`src/sv/fvrgb_pkg.sv`:
```
// Shared constants, types and tables for the flow vector to RGB color block.
package fvrgb_pkg;

  localparam int COORD_WIDTH_DEF = 16;
  localparam int FRAC_BITS_DEF   = 12;
  localparam int CORDIC_STEPS    = 14;
  localparam int NORM_MSB        = 40;
  localparam int VEC_W           = 44;
  localparam int SHIFT_W         = 6;
  localparam int ANG_W           = 16;
  localparam int Z_W             = 16;
  localparam int BLEND_BITS      = 14;
  localparam int CHAN_W          = 22;
  localparam int SEG_W           = 3;

  localparam logic [ANG_W-1:0] EIGHTH_TURN   = 16'd8192;
  localparam logic [ANG_W-1:0] QUARTER_TURN  = 16'd16384;
  localparam logic [ANG_W-1:0] HALF_TURN     = 16'd32768;
  localparam logic [ANG_W-1:0] THREE_QUARTER = 16'd49152;

  localparam logic [SEG_W-1:0] SEG_LOW_HALF = 3'd4;
  localparam logic [SEG_W-1:0] SEG_LAST     = 3'd5;

  typedef struct packed {
    logic x_zero;
    logic x_neg;
    logic y_neg;
    logic swap;
    logic sm_zero;
    logic sm_eq;
    logic sat;
  } side_t;

  function automatic logic [13:0] atan_unit(input int i);
    logic [13:0] a;
    case (i)
      0:  a = 14'd8192;
      1:  a = 14'd4836;
      2:  a = 14'd2555;
      3:  a = 14'd1297;
      4:  a = 14'd651;
      5:  a = 14'd326;
      6:  a = 14'd163;
      7:  a = 14'd81;
      8:  a = 14'd41;
      9:  a = 14'd20;
      10: a = 14'd10;
      11: a = 14'd5;
      12: a = 14'd3;
      13: a = 14'd1;
      default: a = 14'd0;
    endcase
    return a;
  endfunction

  function automatic logic [23:0] seg_start(input logic [SEG_W-1:0] s);
    logic [23:0] c;
    case (s)
      3'd0: c = {8'd0,   8'd0,   8'd255};
      3'd1: c = {8'd255, 8'd0,   8'd255};
      3'd2: c = {8'd255, 8'd64,  8'd64};
      3'd3: c = {8'd255, 8'd255, 8'd0};
      3'd4: c = {8'd0,   8'd255, 8'd0};
      3'd5: c = {8'd0,   8'd255, 8'd255};
      default: c = 24'd0;
    endcase
    return c;
  endfunction

  function automatic logic [23:0] seg_end(input logic [SEG_W-1:0] s);
    logic [23:0] c;
    case (s)
      3'd0: c = {8'd255, 8'd0,   8'd255};
      3'd1: c = {8'd255, 8'd64,  8'd64};
      3'd2: c = {8'd255, 8'd255, 8'd0};
      3'd3: c = {8'd0,   8'd255, 8'd0};
      3'd4: c = {8'd0,   8'd255, 8'd255};
      3'd5: c = {8'd0,   8'd0,   8'd255};
      default: c = 24'd0;
    endcase
    return c;
  endfunction

endpackage

```
`src/sv/fvrgb_front.sv`:
```
// Front stages: magnitudes, squares, octant compare, normalization.
module fvrgb_front #(
  parameter int COORD_WIDTH = fvrgb_pkg::COORD_WIDTH_DEF,
  parameter int FRAC_BITS   = fvrgb_pkg::FRAC_BITS_DEF
) (
  input  logic                              clk,
  input  logic                              rst_n,
  input  logic                              en,
  input  logic                              in_valid,
  input  logic [COORD_WIDTH-1:0]            in_x,
  input  logic [COORD_WIDTH-1:0]            in_y,
  output logic                              out_valid,
  output fvrgb_pkg::side_t                  out_side,
  output logic [2*FRAC_BITS:0]              out_rem,
  output logic signed [fvrgb_pkg::VEC_W-1:0] out_vx,
  output logic signed [fvrgb_pkg::VEC_W-1:0] out_vy
);

  localparam int CW  = COORD_WIDTH;
  localparam int R2W = 2 * COORD_WIDTH;
  localparam int RW  = 2 * FRAC_BITS + 1;
  localparam int MW  = (R2W > RW) ? R2W : RW;

  logic [CW-1:0] ax_nxt, ay_nxt, ax_r, ay_r;
  logic          v1_r, xz_r, xn_r, yn_r;

  logic [R2W-1:0] sqx_r, sqy_r;
  logic [CW-1:0]  lg_r, sm_r;
  logic           v2_r;
  fvrgb_pkg::side_t side2_r;

  logic [R2W-1:0] r2;
  logic [MW-1:0]  r2_wide;
  logic [fvrgb_pkg::SHIFT_W-1:0] msb;
  logic [CW-1:0]  lg3_r, sm3_r;
  logic [fvrgb_pkg::SHIFT_W-1:0] sh_r;
  logic [RW-1:0]  rem3_r;
  logic           v3_r;
  fvrgb_pkg::side_t side3_nxt;
  fvrgb_pkg::side_t side3_r;

  logic           v4_r;
  fvrgb_pkg::side_t side4_r;
  logic [RW-1:0]  rem4_r;
  logic signed [fvrgb_pkg::VEC_W-1:0] vx4_r, vy4_r;

  always_comb begin
    ax_nxt = in_x[CW-1] ? (CW'(0) - in_x) : in_x;
    ay_nxt = in_y[CW-1] ? (CW'(0) - in_y) : in_y;
  end

  assign r2      = sqx_r + sqy_r;
  assign r2_wide = MW'(r2);

  always_comb begin
    side3_nxt     = side2_r;
    side3_nxt.sat = ((r2 >> (2 * FRAC_BITS)) != '0);
  end

  always_comb begin
    msb = '0;
    for (int i = 0; i < CW; i++) begin
      if (lg_r[i]) begin
        msb = fvrgb_pkg::SHIFT_W'(i);
      end
    end
  end

  always_ff @(posedge clk) begin
    if (!rst_n) begin
      v1_r <= 1'b0;
      v2_r <= 1'b0;
      v3_r <= 1'b0;
      v4_r <= 1'b0;
    end else if (en) begin
      v1_r <= in_valid;
      v2_r <= v1_r;
      v3_r <= v2_r;
      v4_r <= v3_r;
    end
  end

  always_ff @(posedge clk) begin
    if (en) begin
      ax_r <= ax_nxt;
      ay_r <= ay_nxt;
      xz_r <= (in_x == '0);
      xn_r <= in_x[CW-1];
      yn_r <= in_y[CW-1];

      sqx_r <= R2W'(ax_r) * R2W'(ax_r);
      sqy_r <= R2W'(ay_r) * R2W'(ay_r);
      lg_r  <= (ay_r > ax_r) ? ay_r : ax_r;
      sm_r  <= (ay_r > ax_r) ? ax_r : ay_r;
      side2_r.x_zero  <= xz_r;
      side2_r.x_neg   <= xn_r;
      side2_r.y_neg   <= yn_r;
      side2_r.swap    <= (ay_r > ax_r);
      side2_r.sm_zero <= (ax_r == '0) || (ay_r == '0);
      side2_r.sm_eq   <= (ax_r == ay_r);
      side2_r.sat     <= 1'b0;

      side3_r     <= side3_nxt;
      rem3_r      <= r2_wide[RW-1:0] & {1'b0, {(RW-1){1'b1}}};
      lg3_r       <= lg_r;
      sm3_r       <= sm_r;
      sh_r        <= fvrgb_pkg::SHIFT_W'(fvrgb_pkg::NORM_MSB) - msb;

      side4_r <= side3_r;
      rem4_r  <= rem3_r;
      vx4_r   <= $signed(fvrgb_pkg::VEC_W'(lg3_r) << sh_r);
      vy4_r   <= $signed(fvrgb_pkg::VEC_W'(sm3_r) << sh_r);
    end
  end

  assign out_valid = v4_r;
  assign out_side  = side4_r;
  assign out_rem   = rem4_r;
  assign out_vx    = vx4_r;
  assign out_vy    = vy4_r;

endmodule

```
`config.mk`:
```
export PLATFORM = sky130hd
export DESIGN_NAME = fvrgb_front
export DESIGN_NICKNAME = d
export VERILOG_FILES = /design/src/sv/fvrgb_pkg.sv /design/src/sv/fvrgb_front.sv
export SDC_FILE = /design/constraint.sdc
export NUM_CORES = 1
export LEC_CHECK = 0
export BUFFER_PORTS_ARGS = -buffer_cell sky130_fd_sc_hd__buf_2
export CORE_MARGIN = 2
export CORE_UTILIZATION = 65
export CTS_BUF_LIST = sky130_fd_sc_hd__clkbuf_16
export DETAILED_ROUTE_END_ITERATION = 8
export PLACE_DENSITY = 0.84
export RECOVER_POWER = 25
export SLEW_MARGIN = 20
export SYNTH_ARGS = -nofsm -noshare
export SYNTH_HDL_FRONTEND = slang
export SYNTH_SLANG_ARGS = --single-unit
```
`constraint.sdc`:
```
create_clock -name clk -period 18.6 [get_ports clk]
set_input_delay 1.86 -clock clk [delete_from_list [all_inputs] [get_ports clk]]
set_output_delay 1.86 -clock clk [all_outputs]
set_load 0.05 [all_outputs]
```
After elaboration in Yosys (flattened, before gate mapping):

Cells that the tools add are included.

* add/sub/neg operators: 4
* shift-type cells: 2
* multipliers: 2
* reduce and logical (&&, ||, !) cells: 5
* equal/unequal tests: 1
* $lt $le $gt $ge: 1
* muxes and demuxes: 19

Operators by type and width (count)
* 16-bit by 6-bit << shifter with 44-bit output: 2
* 6-bit two-way mux: 14
* 16-bit by 16-bit multiplier with 32-bit output: 2
* 16-bit zero test: 3
* 32-bit adder: 1
* 16-bit two-way mux: 2
* 32-bit nonzero test: 1
* 1-bit by 16-bit subtractor with 16-bit output, first input constant: 2
* 15-bit two-way mux: 2
* 16-bit equality test: 1
* 16-bit > comparator: 1
* 6-bit subtractor, first input constant: 1
* 1-bit logical OR: 1
* 1-bit two-way mux: 1

* input port bits: 36
* logic and storage cells: 76
* flip-flop bits (word level): 329

Depth between registers and ports, before layout:

* depth after elaboration: 16
* gate-level depth with buffers: 26
* mapped depth without buffers: 24

Worst setup path after synthesis:

No wires, ideal clock.

* kind: flip-flop to flip-flop
* start: reg ay_r[8]
* end: reg sqy_r[31], data pin
* period minus slack after synthesis: 6.318 ns
* path slack: 12.282 ns
* cell stages (with the launch flop): 26
* path buffers: 2
* data arrival time: 6.058 ns
* library setup time: 0.260 ns
* data required time: 18.340 ns
* cell sequence: edfxtp_1 > clkbuf_1 > clkbuf_1 > nand2_1 > inv_1 > fa_1 > inv_1 > fa_1 > inv_1 > fa_1 > inv_1 > fa_1 > inv_1 > fa_1 > inv_1 > fa_1 > inv_1 > ha_1 > and3_1 > nand2_1 > o31ai_1 > a31oi_1 > o31ai_1 > a221o_1 > a21oi_1 > xnor2_1

* word-level cells in the longest chain between the ends: 1

Ends and longest elaborated chain
* start, declared: line fvrgb_front.sv:24 `logic [CW-1:0] ax_nxt, ay_nxt, ax_r, ay_r;`
* start signal, assigned: line fvrgb_front.sv:86 `ay_r <= ay_nxt;`
* 16-bit by 16-bit multiplier with 32-bit output: line fvrgb_front.sv:92 `sqy_r <= R2W'(ay_r) * R2W'(ay_r);`
* end signal, assigned: line fvrgb_front.sv:92
* end, declared: line fvrgb_front.sv:27 `logic [R2W-1:0] sqx_r, sqy_r;`

Every way passes these cells.
A chain may end at the register's enable or synchronous reset.

Final worst setup path:

* start: reg ax_r[1]
* end: reg sqx_r[30], data pin

* word-level cells in the longest chain between the ends: 1

Ends and longest elaborated chain
* start, declared: line fvrgb_front.sv:24
* start signal, assigned: line fvrgb_front.sv:85 `ax_r <= ax_nxt;`
* 16-bit by 16-bit multiplier with 32-bit output: line fvrgb_front.sv:91 `sqx_r <= R2W'(ax_r) * R2W'(ax_r);`
* end signal, assigned: line fvrgb_front.sv:91
* end, declared: line fvrgb_front.sv:27

Every way passes these cells.

==> metrics <==
global routing usage on met3=0.0453; final wirelength=around 70,000 um; Initial Util=0.662; library cells used by synthesis=75; layout net count=around 3,500; crit-path max cell delay=between 0.8 and 0.9 ns; via count=~21,000; post-CTS setup buffers=0; fin area=31,800 sq um; met1 usage=0.410; Setup TNS Final=0 ns; residual antenna-violating net count after detailed routing=0; maxcap violations=2; DP Worst Slack=11.34 ns; DIE HEIGHT=217 um; fmax=~130 MHz; largest family of logic cells by synthesized area=adder cells; GRT Util Overall=0.309; startpoint types=flop; count leader, synth=inv_1; Clock Sink Count=between 300 and 400; Synth Register Bits=roughly 330; Slew @ Worst Pin=approximately 4.7 ns; slowest stage cell, crit path=clkbuf_1; largest net degree at the start of global routing=roughly 90; Yosys top cell area share=0.330; Worst Setup End Kind=flop; FF-to-FF setup slack=approximately 11 ns; drt wl/cell=20.0 um; Yosys top cell by area=edfxtp_1; Initial DRC Count=~2,000; sequential element share of the synthesized area=0.333; Post-Syn Area=29,400 sq um; Final HPWL DP=about 53,000 um; EDFF count, synth=around 320; RSZ-0062 raised after global routing=no; final period utilization=0.425; initial antenna violation count=3; Global Route met2 Usage=0.510; share of cells above drive strength 1=0.0996; Tmin final=between 7 and 8 ns; status=complete, but fails checks; Layout area overhead=8.00%; Clk Latency, worst-skew pair=0.56 ns; kind of critical path=reg2reg; critical path arrival=roughly 8.2 ns; Longest Clk Path Bufs=3; Hold Path Class=reg2reg; worst setup margin=approximately 11 ns; Required @ worst endpoint=between 15 and 20 ns; die area=46,900 sq um; R2R Path End=sqx_r[30]; post-cts repair resize count=0; Hold Vio Cnt, Final=0; # setup viols final=0; Crit path max-delay family=adder cells; Synth top cells by count=527 x inv_1, 325 x fa_1, 323 x edfxtp_1; IO Pins=157; Hold Path Sink=out_rem[1]; Synth Area in XOR/XNOR=0.0369; gr ovfl total=0; multiplexer share of the synthesized area=0.0421; fraction of the mapped netlist area in compound gates=0.0840; ys async rst share=0; synth warn=0; CTS clk-pin slew, worst paths=0.06 ns; number of hold buffers added after cts=0; worst r2r src=ax_r[1]; Mapped Cells=roughly 2,800; max-slew violation count=126; failing checks=max-capacitance violations, max-slew violations; Synth Area per Inst=10.6 sq um; post-place instance area=30,700 sq um; CP Launch Point=ax_r[1]; post-synthesis adder-cell area fraction=0.328; Layout Skew=about 0.023 ns; Via density=approximately 5.9; Area contributors post-synth=edfxtp_1 33%, fa_1 22%, ha_1 11%; DRC violations left=0; gp weighted congestion=0.964; Worst Reg2Reg Path Length in Cells=25; Mapped Nets=~3,400; CP bufs+invs=8; max-slew headroom at the worst pin=-2.14; vias in the first global route=21,257; Buffers on Ports=155; num rows=77; Post-synth top flop=edfxtp_1; CTS tree=built; gr busiest metal=met2; hold path startpoint=rem3_r[1]; core region area=~44,000 sq um; Num CTS Buffers=36; drt pass-1 iters=6; first-pass GRT wire length=112,000 um; Synth Area in Simple Gates=0.0948; Clock Tree Root=clkbuf_16; hold depth=0; die width=around 220 um; CTS H-Tree Depth=2; CP max FO=17
-- logic make-up after synthesis --
| family | after synthesis |
|---|---|
| xor gates and xnor gates | 124 |
| buffers and inverters | 637 |
| muxes | 116 |
| other | 1 |
| adders and majority gates | 575 |
| and+or+nand+nor | 604 |
| DFF | 327 |
| AOI/OAI and AO/OA | 384 |
-- registers in the layout (all words and copies together) (netlist names), 6 cells and up --
signal    flops
rem3_r       24
lg3_r        16
out_vx       44
sm_r         16
side3_r       7
out_rem      24
sqy_r        31
side2_r       6
out_side      7
lg_r         16
sm3_r        16
ay_r         16
out_vy       44
sqx_r        31
ax_r         16
sh_r          6
-- worst max path at each step --
stage | end | slack (ns) | depth (start not counted)
after floorplan | sqy_r[31] | 12.28 | 25
after global placement | sqy_r[31] | 11.62 | 22
after detailed placement | sqx_r[30] | 11.34 | 24
after CTS | sqx_r[30] | 11.35 | 24
after global routing | sqx_r[30] | 10.41 | 25
final | sqx_r[30] | 10.70 | 25
-- placed cells by master (no fill, tap or decap), types with 9 or more instances in the layout --
cell type	netlist	layout
o22ai_1	49	49
clkbuf_16	0	37
nor3_1	20	20
mux2_2	40	40
o211ai_1	9	9
edfxtp_1	323	323
clkinv_1	7	18
and3_1	9	9
nor4_1	13	13
or3_1	9	9
inv_1	527	531
ha_1	250	250
a21o_1	34	34
nand3_1	20	20
buf_2	7	150
a211oi_1	18	18
o21ai_0	59	59
nand2b_1	14	14
or2_2	17	17
xor2_1	34	34
nor2_1	161	161
nand2_1	227	227
o31ai_1	13	13
mux2i_1	72	72
buf_4	1	16
nand4_1	15	15
o21a_1	20	20
fa_1	325	325
a21oi_1	106	106
and2_1	54	54
xnor2_1	90	90
o21bai_1	17	16
nor2b_1	28	28
-- per-stage QoR --
stage	hold WS, ns	std cells	utilization
6_report	0.418	3496	0.715
5_1_grt	0.422	3495	0.715
4_1_cts	0.419	3495	0.715
3_5_place_dp	0.405	3431	0.691
3_3_place_gp	0.400	3431	0.691
2_1_floorplan	0.400	2768	-
-- final cells by class --
type | instances | area, sq um
Antenna cell | 1 | 2.50
Timing Repair Buffer | 173 | 897
Sequential cell | 327 | 9780
Multi-Input combinational cell | 1804 | 17200
Fill cell | 3085 | 12700
Tap cell | 592 | 741
Inverter | 535 | 2010
Clock buffer | 37 | 926
Clock inverter | 27 | 170
-- metal layers --
metal  wire (um)  share of wire  vias up
li1            -              -     9363
met1       27200           0.39    10121
met2       34200           0.49      915
met3        5530          0.079      187
met4        3020          0.043        0
met5           0              0        -
Power is not shown: default switching activity piles up to over one toggle a cycle in this logic, so the estimate is an artifact.
