### config.mk
export PLATFORM = sky130hd
export DESIGN_NAME = fvrgb_color
export DESIGN_NICKNAME = d
export VERILOG_FILES = /design/src/sv/fvrgb_pkg.sv /design/src/sv/fvrgb_color.sv
export SDC_FILE = /design/constraint.sdc
export NUM_CORES = 2
export LEC_CHECK = 0
export CAP_MARGIN = 5
export CORE_ASPECT_RATIO = 1.5
export CORE_MARGIN = 3
export CORE_UTILIZATION = 50
export DETAILED_ROUTE_END_ITERATION = 10
export DONT_BUFFER_PORTS = 1
export PLACE_DENSITY = 0.69
export SETUP_SLACK_MARGIN = 0.15
export SYNTH_ARGS = -nofsm -noshare
export SYNTH_HDL_FRONTEND = slang
export SYNTH_SLANG_ARGS = --single-unit
### constraint.sdc
create_clock -name clk -period 8.1 [get_ports clk]
set_input_delay 1.215 -clock clk [delete_from_list [all_inputs] [get_ports clk]]
set_output_delay 1.215 -clock clk [all_outputs]
set_load 0.05 [all_outputs]
### src/sv/fvrgb_pkg.sv
// Shared constants, types and tables for the flow vector to RGB color block.
package fvrgb_pkg;

  localparam int COORD_WIDTH_DEF = 16;
  localparam int FRAC_BITS_DEF   = 12;
  localparam int CORDIC_STEPS    = 14;
  localparam int NORM_MSB        = 40;
  localparam int VEC_W           = 44;
  localparam int SHIFT_W         = 6;
  localparam int ANG_W           = 16;
  localparam int Z_W             = 16;
  localparam int BLEND_BITS      = 14;
  localparam int CHAN_W          = 22;
  localparam int SEG_W           = 3;

  localparam logic [ANG_W-1:0] EIGHTH_TURN   = 16'd8192;
  localparam logic [ANG_W-1:0] QUARTER_TURN  = 16'd16384;
  localparam logic [ANG_W-1:0] HALF_TURN     = 16'd32768;
  localparam logic [ANG_W-1:0] THREE_QUARTER = 16'd49152;

  localparam logic [SEG_W-1:0] SEG_LOW_HALF = 3'd4;
  localparam logic [SEG_W-1:0] SEG_LAST     = 3'd5;

  typedef struct packed {
    logic x_zero;
    logic x_neg;
    logic y_neg;
    logic swap;
    logic sm_zero;
    logic sm_eq;
    logic sat;
  } side_t;

  function automatic logic [13:0] atan_unit(input int i);
    logic [13:0] a;
    case (i)
      0:  a = 14'd8192;
      1:  a = 14'd4836;
      2:  a = 14'd2555;
      3:  a = 14'd1297;
      4:  a = 14'd651;
      5:  a = 14'd326;
      6:  a = 14'd163;
      7:  a = 14'd81;
      8:  a = 14'd41;
      9:  a = 14'd20;
      10: a = 14'd10;
      11: a = 14'd5;
      12: a = 14'd3;
      13: a = 14'd1;
      default: a = 14'd0;
    endcase
    return a;
  endfunction

  function automatic logic [23:0] seg_start(input logic [SEG_W-1:0] s);
    logic [23:0] c;
    case (s)
      3'd0: c = {8'd0,   8'd0,   8'd255};
      3'd1: c = {8'd255, 8'd0,   8'd255};
      3'd2: c = {8'd255, 8'd64,  8'd64};
      3'd3: c = {8'd255, 8'd255, 8'd0};
      3'd4: c = {8'd0,   8'd255, 8'd0};
      3'd5: c = {8'd0,   8'd255, 8'd255};
      default: c = 24'd0;
    endcase
    return c;
  endfunction

  function automatic logic [23:0] seg_end(input logic [SEG_W-1:0] s);
    logic [23:0] c;
    case (s)
      3'd0: c = {8'd255, 8'd0,   8'd255};
      3'd1: c = {8'd255, 8'd64,  8'd64};
      3'd2: c = {8'd255, 8'd255, 8'd0};
      3'd3: c = {8'd0,   8'd255, 8'd0};
      3'd4: c = {8'd0,   8'd255, 8'd255};
      3'd5: c = {8'd0,   8'd0,   8'd255};
      default: c = 24'd0;
    endcase
    return c;
  endfunction

endpackage

### src/sv/fvrgb_color.sv
// Back stages: angle mapping, segment blend, brightness scaling and clamp.
module fvrgb_color #(
  parameter int FRAC_BITS = fvrgb_pkg::FRAC_BITS_DEF
) (
  input  logic                             clk,
  input  logic                             rst_n,
  input  logic                             en,
  input  logic                             in_valid,
  input  fvrgb_pkg::side_t                 in_side,
  input  logic [FRAC_BITS-1:0]             in_root,
  input  logic signed [fvrgb_pkg::Z_W-1:0] in_z,
  output logic                             out_valid,
  output logic [7:0]                       out_red,
  output logic [7:0]                       out_green,
  output logic [7:0]                       out_blue
);

  localparam int LW = FRAC_BITS + 1;
  localparam int PW = LW + fvrgb_pkg::CHAN_W;
  localparam int SH = FRAC_BITS + fvrgb_pkg::BLEND_BITS;

  logic [fvrgb_pkg::ANG_W-1:0] oa, q, theta_nxt, theta_r;
  logic [LW-1:0] len1_r, len2_r, len3_r;
  logic v1_r, v2_r, v3_r, v4_r, v5_r;

  logic [fvrgb_pkg::SEG_W-1:0] seg_nxt, seg_r;
  logic [fvrgb_pkg::BLEND_BITS-1:0] b_nxt, b_r;

  logic [23:0] cs, ce;
  logic [fvrgb_pkg::BLEND_BITS:0] wb;
  logic [fvrgb_pkg::CHAN_W-1:0] c_nxt [3];
  logic [fvrgb_pkg::CHAN_W-1:0] c_r   [3];
  logic [PW-1:0] p_r [3];
  logic [PW-1:0] v   [3];
  logic [7:0]    o_r [3];

  always_comb begin
    if (in_side.sm_zero) begin
      oa = '0;
    end else if (in_side.sm_eq) begin
      oa = fvrgb_pkg::EIGHTH_TURN;
    end else if (in_z < 0) begin
      oa = '0;
    end else if (in_z > $signed(fvrgb_pkg::Z_W'(fvrgb_pkg::EIGHTH_TURN))) begin
      oa = fvrgb_pkg::EIGHTH_TURN;
    end else begin
      oa = in_z[fvrgb_pkg::ANG_W-1:0];
    end
    q = in_side.swap ? (fvrgb_pkg::QUARTER_TURN - oa) : oa;
    if (in_side.x_zero) begin
      theta_nxt = in_side.y_neg ? fvrgb_pkg::THREE_QUARTER : fvrgb_pkg::QUARTER_TURN;
    end else if (!in_side.x_neg) begin
      theta_nxt = in_side.y_neg ? (fvrgb_pkg::ANG_W'(0) - q) : q;
    end else begin
      theta_nxt = in_side.y_neg ? (fvrgb_pkg::HALF_TURN + q) : (fvrgb_pkg::HALF_TURN - q);
    end
  end

  always_comb begin
    if (theta_r < fvrgb_pkg::HALF_TURN) begin
      seg_nxt = theta_r[15:13];
      b_nxt   = {theta_r[12:0], 1'b0};
    end else if (theta_r < fvrgb_pkg::THREE_QUARTER) begin
      seg_nxt = fvrgb_pkg::SEG_LOW_HALF;
      b_nxt   = theta_r[fvrgb_pkg::BLEND_BITS-1:0];
    end else begin
      seg_nxt = fvrgb_pkg::SEG_LAST;
      b_nxt   = theta_r[fvrgb_pkg::BLEND_BITS-1:0];
    end
  end

  always_comb begin
    cs = fvrgb_pkg::seg_start(seg_r);
    ce = fvrgb_pkg::seg_end(seg_r);
    wb = (fvrgb_pkg::BLEND_BITS + 1)'(1 << fvrgb_pkg::BLEND_BITS) -
         (fvrgb_pkg::BLEND_BITS + 1)'(b_r);
    for (int k = 0; k < 3; k++) begin
      c_nxt[k] = fvrgb_pkg::CHAN_W'(cs[8*k +: 8]) * fvrgb_pkg::CHAN_W'(wb) +
                 fvrgb_pkg::CHAN_W'(ce[8*k +: 8]) * fvrgb_pkg::CHAN_W'(b_r);
    end
    for (int k = 0; k < 3; k++) begin
      v[k] = p_r[k] >> SH;
    end
  end

  always_ff @(posedge clk) begin
    if (!rst_n) begin
      v1_r <= 1'b0;
      v2_r <= 1'b0;
      v3_r <= 1'b0;
      v4_r <= 1'b0;
      v5_r <= 1'b0;
    end else if (en) begin
      v1_r <= in_valid;
      v2_r <= v1_r;
      v3_r <= v2_r;
      v4_r <= v3_r;
      v5_r <= v4_r;
    end
  end

  always_ff @(posedge clk) begin
    if (en) begin
      theta_r <= theta_nxt;
      len1_r  <= in_side.sat ? (LW'(1) << FRAC_BITS) : LW'(in_root);
      seg_r   <= seg_nxt;
      b_r     <= b_nxt;
      len2_r  <= len1_r;
      len3_r  <= len2_r;
      for (int k = 0; k < 3; k++) begin
        c_r[k] <= c_nxt[k];
        p_r[k] <= PW'(len3_r) * PW'(c_r[k]);
        o_r[k] <= (v[k] > PW'(255)) ? 8'd255 : v[k][7:0];
      end
    end
  end

  assign out_valid = v5_r;
  assign out_red   = o_r[0];
  assign out_green = o_r[1];
  assign out_blue  = o_r[2];

endmodule

## Word level (Yosys, flattened, before mapping)

Memories as Yosys holds them, arrays and structs flattened.
Cells that the tools add are included.

- Memories: 3
- Bits in writable memories: 195
- Input bits: 39
- Word-level logic and storage cells: 67
- Output and inout bits: 25
- Bits in registers: 77

Memories:

| memory | depth | bits a word | rd ports | clocked after memory_dff | wr ports | line | RTL |
|---|---|---|---|---|---|---|---|
| p_r | 3 | 35 | 3 | 0 | 3 | fvrgb_color.sv:33 | `logic [PW-1:0] p_r [3];` |
| c_r | 3 | 22 | 3 | 0 | 3 | fvrgb_color.sv:32 | `logic [fvrgb_pkg::CHAN_W-1:0] c_r [3];` |
| o_r | 3 | 8 | 3 | 0 | 3 | fvrgb_color.sv:35 | `logic [7:0] o_r [3];` |

- Add/subtract/negate cells: 8
- Eq/ne operators: 5
- $lt $le $gt $ge: 7
- Reductions and logical operators: 1
- $mul: 9
- Muxes and demuxes: 21

Operators by type and width:

| cell | number |
|---|---|
| one-hot mux 24 bit (6 select lines) | 2 |
| 2-to-1 mux 16 bit | 10 |
| multiplier 13 x 22 -> 35 bit | 3 |
| adder 22 bit | 3 |
| multiplier 8 x 14 -> 22 bit | 3 |
| multiplier 8 x 15 -> 22 bit | 3 |
| < comparator 16 bit (second input constant) | 2 |
| greater-than comparator 9 x 8 -> 1 bit (second input constant) | 3 |
| 2-to-1 mux 8 bit | 3 |
| adder 16 bit (first input constant) | 1 |
| greater-than comparator 16 x 15 -> 1 bit (second input constant) | 1 |
| < comparator 16 x 1 -> 1 bit (second input constant) | 1 |
| subtractor 1 x 16 -> 16 bit (first input constant) | 1 |
| subtractor 15 x 16 -> 16 bit (first input constant) | 1 |
| subtractor 16 bit (first input constant) | 1 |
| subtractor 15 x 14 -> 15 bit (first input constant) | 1 |
| 2-to-1 mux 14 bit | 1 |
| 2-to-1 mux 13 bit | 1 |
| == test 3 x 2 -> 1 bit (second input constant) | 2 |
| == test 3 bit (second input constant) | 2 |
| == test 3 x 1 -> 1 bit (second input constant) | 1 |
| zero test 3 bit | 1 |
| 2-to-1 mux 1 bit | 3 |
| 2-to-1 mux 3 bit | 1 |

## Logic depth before layout (Yosys ltp)

- Word-level depth: 11
- Depth in mapped cells: 29
- Mapped depth without buffers: 28

## Worst setup path before layout

Ideal clock, no wire load.

- Path type: reg2reg
- From: register b_r[1] (netlist bit)
- To: memory c_r[0][21] (netlist bit), data pin
- Cell stages (with the launch flop): 28
- Path slack: 0.564 ns
- Setup time: 0.260 ns
- Period minus slack after synthesis: 7.536 ns
- Path buffers: 1
- Data arrival time: 7.276 ns
- Cells stage by stage: edfxtp_1 > clkbuf_1 > clkinv_1 > ha_1 > nand2b_1 > nor4_1 > nor3b_1 > xnor2_1 > nand2_1 > fa_1 > inv_1 > fa_1 > fa_1 > fa_1 > fa_1 > inv_1 > fa_1 > inv_1 > ha_1 > a21o_1 > a21o_1 > nand2_1 > o311ai_0 > o21ai_0 > a221oi_1 > a2111o_1 > a21oi_1 > xnor2_1

RTL lines:

| element | line | RTL |
|---|---|---|
| start: declaration | fvrgb_color.sv:27 | `logic [fvrgb_pkg::BLEND_BITS-1:0] b_nxt, b_r;` |
| start signal: assignment | fvrgb_color.sv:107 | `b_r <= b_nxt;` |
| end: declaration | fvrgb_color.sv:32 |  |

==> impl_metrics.ini <==
[global_routing]
antenna_found_initial = 1
met2_usage_pct = 43.69
grtUsageTotal_pct = 23.30
grt_pass1_vias = 37600
use_met3_pct = 2.531
grt_busiest_layer = met2
overflow = 0
grt_max_degree = 195
gr-usage-met1_pct = 25.96
grt_pass1_wl_mm = 190.2

[cts]
clkLatencyLatePin_ns = 0.54
cts-hold-fix-buffers = 0
cts.path.max_buffers = 2
cts_setup_buffers = 0
cts_tree = built
clkSlewWorstSetupHoldPaths_ns = 0.07
cts_sinks = 194
ctsResizeCount = 0
cts_max_level = 4
root_buffer = clkbuf_16
numCtsBuffers = 17

[timing]
timing_worst_slew_pin_value_ns = 1.081
period_share_pct = 93.10
tns_ns = 0
maxSlewViolCount = 0
max-slew-margin-rel_pct = 27.92
rsz0062_at_grt = yes
clock-skew-final_ns = 0.01652
max_freq_ghz = 0.1326
fin_hold_ws_ns = 0.4225
setup_viol = 0
fin_crit_ns = 7.541
hold_viol_final = 0

[critical_path]
critPathMaxFanout = 9
cp_slowest_cell = fa_1
cp.required_ns = 8.37
worst-path-buf-inv = 4
crit_chain = buf_4 > nor3_2 > nand2_1 > xor2_1 > nand2_1 > fa_1 > inv_1 > fa_1 > inv_1 > fa_1 > fa_1 > fa_1 > fa_1 > inv_1 > ha_1 > or4_1 > o211ai_1 > o21ai_0 > o31a_1 > o221ai_1 > a21oi_1 > o41ai_1 > xnor2_1
cp.arrival_ns = 7.81
critPathMaxStageDelay_ns = 0.57
cp-start-kind = flip-flop
critPathMostFrequentCell = fa_1
cp-end-kind = flip-flop
critPathKind = flip-flop to flip-flop
cp_top_family = adder cells

[logic_synthesis]
synthArstFlopShare_pct = 0
synth_nets = 6713
synth_warnings = 0
synth_area_um2 = 50050
synth_most_common_cell = inv_1
synthTopCellsByCount = 1243 x inv_1, 1175 x fa_1, 700 x nand2_1, 432 x ha_1, 308 x and2_1
synthCells = 5067
synth_edf_count = 189
yosysTopAreaCell = fa_1
syn_avg_cell_area_um2 = 9.877
yosys.area.top_type_share_pct = 47.00
ys.flop_type = edfxtp_1
synth-seq-cells = 194
ys_seq_area_share_pct = 11.54
ys_types = 81
synthTopCellsByArea = fa_1 47%, edfxtp_1 11%, ha_1 11%

[cells_and_area]
finish.net_count = 6582
multi_input_area_um2 = 38840
diodes = 0
drive_gt1_share_pct = 3.253
syn2layout_area_growth_pct = 3.812
final.fill_count = 8787
regArea_um2 = 5776

[status]
outcome = completed

[floorplanning]
die-height_um = 393.5
coreArea_um2 = 98970
num_rows = 141
die-area_um2 = 104000
initial_core_util_pct = 50.57
dieWidth_um = 264.3
ios = 64

[detailed_routing]
wl_mm = 113.3
firstDrtPassIters = 7
drtAntennaViolNets = 0
vias = 33200
drc = 0
first_iter_violations = 1850
wl_per_cell_um = 18.17
vias_per_cell = 5.324

[job]
maxCapViolations = 0

[worst_hold_path]
min_path_type = flip-flop to flip-flop

[placed_design]
io_buffers = 0
hpwlAfterDp_mm = 94.80
place_congestion = 0.9466
worst paths after layout:
kind / startpoint / to / slack [ns] / depth (start not counted)
max: b_r[1] / c_r[0][65] / 0.56 / 23
min: len2_r[1] / len3_r[1] / 0.42 / 0
max reg2reg: b_r[1] / c_r[0][65] / 0.56 / 23
min reg2reg: len2_r[1] / len3_r[1] / 0.42 / 0
layout make-up:
| class | instances | area share, % |
|---|---|---|
| Multi-Input combinational cell | 3426 | 74.76 |
| Sequential cell | 194 | 11.12 |
| Inverter | 1246 | 9.002 |
| Tap cell | 1287 | 3.099 |
| Timing Repair Buffer | 51 | 0.8814 |
| Clock buffer | 17 | 0.8188 |
| Clock inverter | 15 | 0.3203 |
cells by family after synthesis:
kind of cell / count (synthesis) / synth area share, %
adder cells (fa/ha/maj): 1607 / 57.80
buffers and inverters: 1447 / 10.88
AND/OR/NAND/NOR: 1354 / 12.73
AO/OA/AOI/OAI: 294 / 3.967
flip-flops: 194 / 11.54
XOR/XNOR: 150 / 2.625
multiplexers: 21 / 0.4575
routing by layer:
layer  vias to the layer above  part of all wire, %
li1                      14760                    -
met1                     17170                   36
met2                       963                   55
met3                       310                  4.3
met4                         0                  5.1
met5                         -                    0
state kept, by name, summed over array words and instances (netlist names):
register,cells
b_r,14
c_r,66
len1_r,13
len2_r,13
len3_r,13
o_r,24
out_valid,1
p_r,27
seg_r,3
theta_r,16
v1_r,1
v2_r,1
v3_r,1
v4_r,1
metrics by stage:
step                      util (%)  instances  area (um2)  setup WS, ns
after floorplan                  -       5067       50050        0.5642
after global placement       51.88       6204       51350        0.5515
after detailed placement     51.88       6204       51350        0.3980
after CTS                    52.48       6236       51940        0.3831
after global routing         52.50       6236       51960        0.1039
final                        52.50       6236       51960        0.5585
placed cells by master (no fill, tap or decap), types with 16 or more instances in the layout:
master / Yosys / final
o21a_1: 21 / 21
nand2b_1: 16 / 16
nand3_1: 21 / 21
nor3_1: 36 / 35
nor2b_1: 39 / 39
a21oi_1: 89 / 89
buf_4: 0 / 45
nand2_1: 700 / 699
fa_1: 1175 / 1175
inv_1: 1243 / 1243
a21o_1: 25 / 25
or2_2: 32 / 32
edfxtp_1: 189 / 189
ha_1: 432 / 432
and2_1: 308 / 308
o21ai_0: 49 / 48
xor2_1: 51 / 51
clkbuf_16: 0 / 17
nor2_1: 140 / 139
xnor2_1: 99 / 98
Power is left out: the tool's default activity adds up to more than one toggle a clock period on the data nets, which glitch-free logic cannot reach.
